### config.mk
export PLATFORM = sky130hd
export DESIGN_NAME = periodic_slot_timer_pool
export DESIGN_NICKNAME = d
export VERILOG_FILES = /design/src/design/pstp_pkg.sv /design/src/design/pstp_ram.sv /design/src/design/periodic_slot_timer_pool.sv
export SDC_FILE = /design/constraint.sdc
export NUM_CORES = 1
export LEC_CHECK = 0
export BUFFER_PORTS_ARGS = -buffer_cell sky130_fd_sc_hd__buf_2
export CORE_UTILIZATION = 61
export CTS_CLUSTER_DIAMETER = 120
export DETAILED_ROUTE_END_ITERATION = 8
export GPL_TIMING_DRIVEN = 0
export PLACE_DENSITY = 0.88
export SETUP_SLACK_MARGIN = 0.3
export SYNTH_ARGS = -nofsm -noshare
export SYNTH_HDL_FRONTEND = slang
export SYNTH_SLANG_ARGS = --single-unit
### constraint.sdc
create_clock -name i_clk -period 13.2 [get_ports i_clk]
set_input_delay 1.98 -clock i_clk [delete_from_list [all_inputs] [get_ports i_clk]]
set_output_delay 1.98 -clock i_clk [all_outputs]
set_load 0.01 [all_outputs]
### src/design/pstp_pkg.sv
// shared types and constants for the periodic slot timer pool
`timescale 1ns / 1ps

package pstp_pkg;

    localparam int POOL_SIZE = 8;
    localparam int IDX_W     = (POOL_SIZE > 1) ? $clog2(POOL_SIZE) : 1;

    localparam logic [31:0] STAMP_SENTINEL = 32'hFFFF_FFFF;

    localparam logic [2:0] MODE_TICK  = 3'd0;
    localparam logic [2:0] MODE_OPEN  = 3'd1;
    localparam logic [2:0] MODE_CHECK = 3'd2;
    localparam logic [2:0] MODE_READ  = 3'd3;
    localparam logic [2:0] MODE_CLEAR = 3'd4;

    typedef enum logic {
        ST_IDLE,
        ST_CHECK
    } t_state;

    typedef struct packed {
        logic [15:0] period;
        logic [31:0] last_time;
    } t_slot;

endpackage

### src/design/pstp_ram.sv
// generic single-write, single-read ram with registered read data
`timescale 1ns / 1ps

module pstp_ram #(
    parameter int WIDTH = 8,
    parameter int DEPTH = 8
) (
    input  logic                                    i_clk,
    input  logic                                    i_we,
    input  logic [((DEPTH > 1) ? $clog2(DEPTH) : 1)-1:0] i_waddr,
    input  logic [WIDTH-1:0]                        i_wdata,
    input  logic [((DEPTH > 1) ? $clog2(DEPTH) : 1)-1:0] i_raddr,
    output logic [WIDTH-1:0]                        o_rdata
);

    logic [WIDTH-1:0] r_mem [DEPTH];
    logic [WIDTH-1:0] r_rdata;

    always_ff @(posedge i_clk) begin
        if (i_we) begin
            r_mem[i_waddr] <= i_wdata;
        end
        r_rdata <= r_mem[i_raddr];
    end

    assign o_rdata = r_rdata;

endmodule

### src/design/periodic_slot_timer_pool.sv
// top level: ms counter, slot pool in ram, read-modify-write for slot checks
// tick, open, read, clear and checks that need no slot access register their
// result directly; a check of a slot in use first reads the slot ram, then
// compares and writes back. one item in flight at a time: a new item is taken
// only while idle and while a valid result is not held by the output stall.
// synchronous active-low reset clears the counter, use bits and handshake;
// the read stamp resets to all ones. slot ram contents need no reset.
`timescale 1ns / 1ps

module periodic_slot_timer_pool (
    input  logic        i_clk,
    input  logic        i_rst_n,
    input  logic        i_in_valid,
    output logic        o_in_stall,
    input  logic [2:0]  i_mode,
    input  logic [15:0] i_period_ms,
    input  logic [7:0]  i_slot_handle,
    output logic        o_out_valid,
    input  logic        i_out_stall,
    output logic [7:0]  o_handle_out,
    output logic        o_elapsed,
    output logic [31:0] o_time_now,
    output logic        o_first_call
);

    localparam int IW = pstp_pkg::IDX_W;

    pstp_pkg::t_state r_state, n_state;

    logic [31:0]                 r_counter;
    logic [31:0]                 r_stamp;
    logic [pstp_pkg::POOL_SIZE-1:0] r_in_use;
    logic [IW-1:0]               r_chk_idx;

    logic        r_out_valid;
    logic [7:0]  r_handle_out;
    logic        r_elapsed;
    logic [31:0] r_time_now;
    logic        r_first_call;

    logic          w_accept;
    logic          w_free_found;
    logic [IW-1:0] w_free_idx;
    logic          w_handle_ok;
    logic [7:0]    w_handle_m1;
    logic [IW-1:0] w_chk_idx;
    logic          w_to_check;
    logic          w_load_now;
    logic          w_chk_pass;

    logic          w_we;
    logic [IW-1:0] w_waddr;
    pstp_pkg::t_slot w_wdata, w_rdata;

    assign o_in_stall = (r_state != pstp_pkg::ST_IDLE) || (r_out_valid && i_out_stall);
    assign w_accept   = i_in_valid && !o_in_stall;

    // lowest free slot
    always_comb begin
        w_free_found = 1'b0;
        w_free_idx   = '0;
        for (int i = pstp_pkg::POOL_SIZE - 1; i >= 0; i--) begin
            if (!r_in_use[i]) begin
                w_free_found = 1'b1;
                w_free_idx   = IW'(i);
            end
        end
    end

    assign w_handle_m1 = i_slot_handle - 8'd1;
    assign w_chk_idx   = w_handle_m1[IW-1:0];
    assign w_handle_ok = (i_slot_handle != 8'd0)
                      && (i_slot_handle <= 8'(pstp_pkg::POOL_SIZE));

    assign w_chk_pass = (r_counter - w_rdata.last_time) >= {16'd0, w_rdata.period};

    always_comb begin
        n_state    = r_state;
        w_to_check = 1'b0;
        w_load_now = 1'b0;
        unique case (r_state)
            pstp_pkg::ST_IDLE: begin
                if (w_accept) begin
                    if (i_mode == pstp_pkg::MODE_CHECK && w_handle_ok
                        && r_in_use[w_chk_idx]) begin
                        w_to_check = 1'b1;
                        n_state    = pstp_pkg::ST_CHECK;
                    end else begin
                        w_load_now = 1'b1;
                    end
                end
            end
            pstp_pkg::ST_CHECK: begin
                n_state = pstp_pkg::ST_IDLE;
            end
            default: n_state = pstp_pkg::ST_IDLE;
        endcase
    end

    // slot ram writes: open fills a new slot, a passing check restamps
    always_comb begin
        w_we    = 1'b0;
        w_waddr = w_free_idx;
        w_wdata.period    = i_period_ms;
        w_wdata.last_time = r_counter;
        if (r_state == pstp_pkg::ST_CHECK) begin
            w_we    = w_chk_pass;
            w_waddr = r_chk_idx;
            w_wdata.period = w_rdata.period;
        end else if (w_load_now && i_mode == pstp_pkg::MODE_OPEN) begin
            w_we = w_free_found;
        end
    end

    pstp_ram #(
        .WIDTH ($bits(pstp_pkg::t_slot)),
        .DEPTH (pstp_pkg::POOL_SIZE)
    ) u_slot_ram (
        .i_clk   (i_clk),
        .i_we    (w_we),
        .i_waddr (w_waddr),
        .i_wdata (w_wdata),
        .i_raddr (w_chk_idx),
        .o_rdata (w_rdata)
    );

    always_ff @(posedge i_clk) begin
        if (!i_rst_n) begin
            r_state     <= pstp_pkg::ST_IDLE;
            r_counter   <= '0;
            r_stamp     <= pstp_pkg::STAMP_SENTINEL;
            r_in_use    <= '0;
            r_out_valid <= 1'b0;
        end else begin
            r_state <= n_state;
            if (w_load_now || r_state == pstp_pkg::ST_CHECK) begin
                r_out_valid <= 1'b1;
            end else if (!i_out_stall) begin
                r_out_valid <= 1'b0;
            end
            if (w_load_now) begin
                unique case (i_mode)
                    pstp_pkg::MODE_TICK:  r_counter <= r_counter + 32'd1;
                    pstp_pkg::MODE_OPEN: begin
                        if (w_free_found) begin
                            r_in_use[w_free_idx] <= 1'b1;
                        end
                    end
                    pstp_pkg::MODE_READ:  r_stamp  <= r_counter;
                    pstp_pkg::MODE_CLEAR: r_in_use <= '0;
                    default: ;
                endcase
            end
        end
    end

    // result payload
    always_ff @(posedge i_clk) begin
        if (w_to_check) begin
            r_chk_idx <= w_chk_idx;
        end
        if (w_load_now) begin
            r_handle_out <= (i_mode == pstp_pkg::MODE_OPEN && w_free_found)
                          ? 8'({1'b0, w_free_idx} + (IW + 1)'(1)) : 8'd0;
            r_elapsed    <= 1'b0;
            r_time_now   <= (i_mode == pstp_pkg::MODE_TICK) ? r_counter + 32'd1 : r_counter;
            r_first_call <= (i_mode == pstp_pkg::MODE_READ)
                          && (r_stamp == pstp_pkg::STAMP_SENTINEL);
        end else if (r_state == pstp_pkg::ST_CHECK) begin
            r_handle_out <= 8'd0;
            r_elapsed    <= w_chk_pass;
            r_time_now   <= r_counter;
            r_first_call <= 1'b0;
        end
    end

    assign o_out_valid  = r_out_valid;
    assign o_handle_out = r_handle_out;
    assign o_elapsed    = r_elapsed;
    assign o_time_now   = r_time_now;
    assign o_first_call = r_first_call;

endmodule

==> impl_metrics.ini <==
[grt]
use_met1_pct = 37.7
gr-usage-all-layers_pct = 28.0
grt_util_met3_pct = 4.78
grt_max_degree = 34
antenna_found_initial = 1
busiest_layer = met2
gr-total-overflow = 0
grt_pass1_wl_mm = 79.4
grt_util_met2_pct = 46.3
grt_pass1_vias = 13700

[die]
dieArea_sq_um = 37700
fp.coreArea_sq_um = 36500
ioPinCount = 75
die_width_um = 194
start_util_pct = 61.8
fp.dieH_um = 194
row_count = 70

[drt]
vias = 13500
viasPerCell = 6.42
drcViolationCount = 0
drtIter0Drc = 1388
wl_per_cell_um = 24.8
final_antenna_net_count = 0
routed_wirelength_mm = 52.0
drt_pass1_iterations = 5

[pwr]
swShare_pct = 21.9
p_sw_uw = 791
power_density_nw_per_um2 = 142
p_leak_uw = 0.00924
p_comb_share_pct = 7.9
p_seq_share_pct = 52.3
max-vdd-ir-drop_mv = 0.131
p_int_uw = 2820
clkPwrFrac_pct = 39.8

[clocking]
cts_resized = 0
cts_tree = done
root_buffer = clkbuf_16
clkLatencyLatePin_ps = 580
post-cts-setup-buffer-count = 0
clock_sinks = 547
hold_buffers = 0
h-tree-depth = 2
cts_max_path_buffers = 3
path_clk_slew_ps = 60
cts_buffers = 50

[place]
io_buffers = 68
dp_hpwl_mm = 33.8
pre_cts_slack_ps = 4710
gp_congestion = 0.956
dp_cells = 2004
dpl_cell_area_sq_um = 23800

[setup_path]
cp-start-kind = input port
cp-end-kind = register
r2r_setup_slack_ps = 6040
critical_path_class = input port to register
reg2reg_to = u_slot_ram.r_mem[1][24]
r2r_start = r_counter[0]
path_max_fanout = 25
required_ps = 13450
arrival_ps = 8190
r2r_cells = 20

[timing]
period_minus_slack_ps = 7940
hold_viol = 0
post-route-period-util_pct = 60.1
max-slew-margin-rel_pct = 23.7
tightest_slew_ps = 1140
skew_ps = 28.6
postLayoutSetupSlackWorst_ps = 5260
max_freq_mhz = 126
finalSetupViolCount = 0
rsz0062_at_grt = false
setup_tns_ps = 0
slew_viol_final = 0

[synthesis]
synth_top_area_cell = edfxtp_1
synth_seq_cells = 547
syn_inst = 1452
syn_area_per_cell_sq_um = 15.5
synthArstFlopShare_pct = 0
ys_seq_area_share_pct = 67.4
synthTopCellsByArea = edfxtp_1 (56%), dfxtp_1 (11%), mux4_2 (9.8%), mux2_2 (3.5%), ha_1 (2.8%)
yosysTopAreaCellShare_pct = 56.5
yosysUniqueCellTypes = 66
synthFlopType = edfxtp_1
synth-edff-count = 424
yosys_warnings = 0
syn_area_sq_um = 22600

[outcome]
outcome = completed

[hold_path]
whs_endpoint = r_stamp[3]
hold_start = r_stamp[3]
hold_class = register to register
hold_depth = 2

[final_layout]
fin_area_sq_um = 25400
final_nets = 1670
layout-drive-gt1-share_pct = 21.5
fin_cells = 2097
antenna_cells = 0
area_delta_synth_final_pct = 12.8
final_core_util_pct = 69.7

[job]
maxCapViolations = 0
## registers in the layout (all words and copies together) (netlist names)
register	cells
u_slot_ram.r_mem	384
u_slot_ram.o_rdata	48
o_time_now	32
r_counter	32
r_stamp	32
r_in_use	8
o_handle_out	4
r_chk_idx	3
o_elapsed	1
o_first_call	1
o_out_valid	1
r_state	1
## power groups by stage
stage                     logic, uW  registers, uW  clock network (uW)
after global placement          263           1920                   0
after CTS                       282           1890                1440
after floorplan                 193           1920                   0
after detailed placement        276           1920                   0
after global routing            307           1890                1510
final                           284           1890                1440
## cells by family after synthesis
kind of cell,synth area share (%)
flops,67.4
buf+inv,2.16
fa+ha+maj,2.86
compound gates,4.46
simple gates,7.66
mux,13.4
xor+xnor,2.05
other cells,0.0166
## synthesized netlist by cell type, types with 34 or more instances
cell type / instances
ha_1: 50
nand2_1: 116
and2_1: 39
dfxtp_1: 123
a21oi_1: 48
nand3_1: 51
edfxtp_1: 424
mux2_2: 71
xnor2_1: 34
clkbuf_1: 41
inv_1: 65
nor2_1: 58
mux4_2: 98
## through the flow
stage / power, uW / hold WS [ps]
floorplan: 2110 / 440
global placement: 2180 / 449
detailed placement: 2200 / 463
CTS: 3610 / 475
global route: 3700 / 506
finish: 3610 / 474
## per-layer routing
layer,up-vias,share of wire [%]
met5,-,0
met4,0,3.5
met3,139,7.5
met2,694,49
met1,6795,40
li1,5831,-
## how the worst max path moves through the flow
stage                          start                       to  slack, ps
floorplan           i_slot_handle[0]   u_slot_ram.r_mem[7][0]       5160
global placement    i_slot_handle[0]  u_slot_ram.r_mem[7][20]       2150
detailed placement  i_slot_handle[0]  u_slot_ram.r_mem[4][24]       4710
CTS                 i_slot_handle[0]  u_slot_ram.r_mem[4][16]       5230
global route        i_slot_handle[0]  u_slot_ram.r_mem[4][21]       4890
finish              i_slot_handle[0]  u_slot_ram.r_mem[4][24]       5260
## final cells by class
type                    count  area [sq um]
fillers                  2179         11100
clock inverters            17           194
inverters                  65           244
clock buffers              76          1430
flip-flops and latches    547         15200
well taps                 468           586
multi-input cells         783          6950
repair buffers             81           601
plain buffers              60           244
## cell usage in the layout, fill, tap and decap left out, types with 4 or more instances in the layout
cell and n:
edfxtp_1 424, dfxtp_1 123, nand2_1 116, mux4_2 98
buf_2 71, mux2_2 71, inv_1 65, clkbuf_1 60
nand3_1 51, clkbuf_16 51, nor2_1 50, ha_1 50
a21oi_1 48, and2_1 39, xnor2_1 34, nand4_1 31
o21ai_0 30, xor2_1 17, a21o_1 13, buf_12 13
buf_1 12, o211ai_1 12, nor3_1 11, nor2_4 10
clkinv_2 9, nor4_1 8, and3_1 7, o21a_1 7
and4_1 6, clkbuf_8 6, nand2b_1 5, a31oi_1 5
nor2b_1 4, buf_4 4, conb_1 4, bufinv_16 4
## critical path: stages
cell and delay (ps):
buf_2 340, buf_1 690, buf_1 760, inv_1 150, ha_1 320, buf_2 330
mux4_2 540, mux2_2 290, a41o_1 230, buf_2 190, nor2_1 370, nand3b_1 270
nor2_1 210, a31oi_1 190, nor2_4 940, buf_12 310
(Power assumes the default switching activity.)
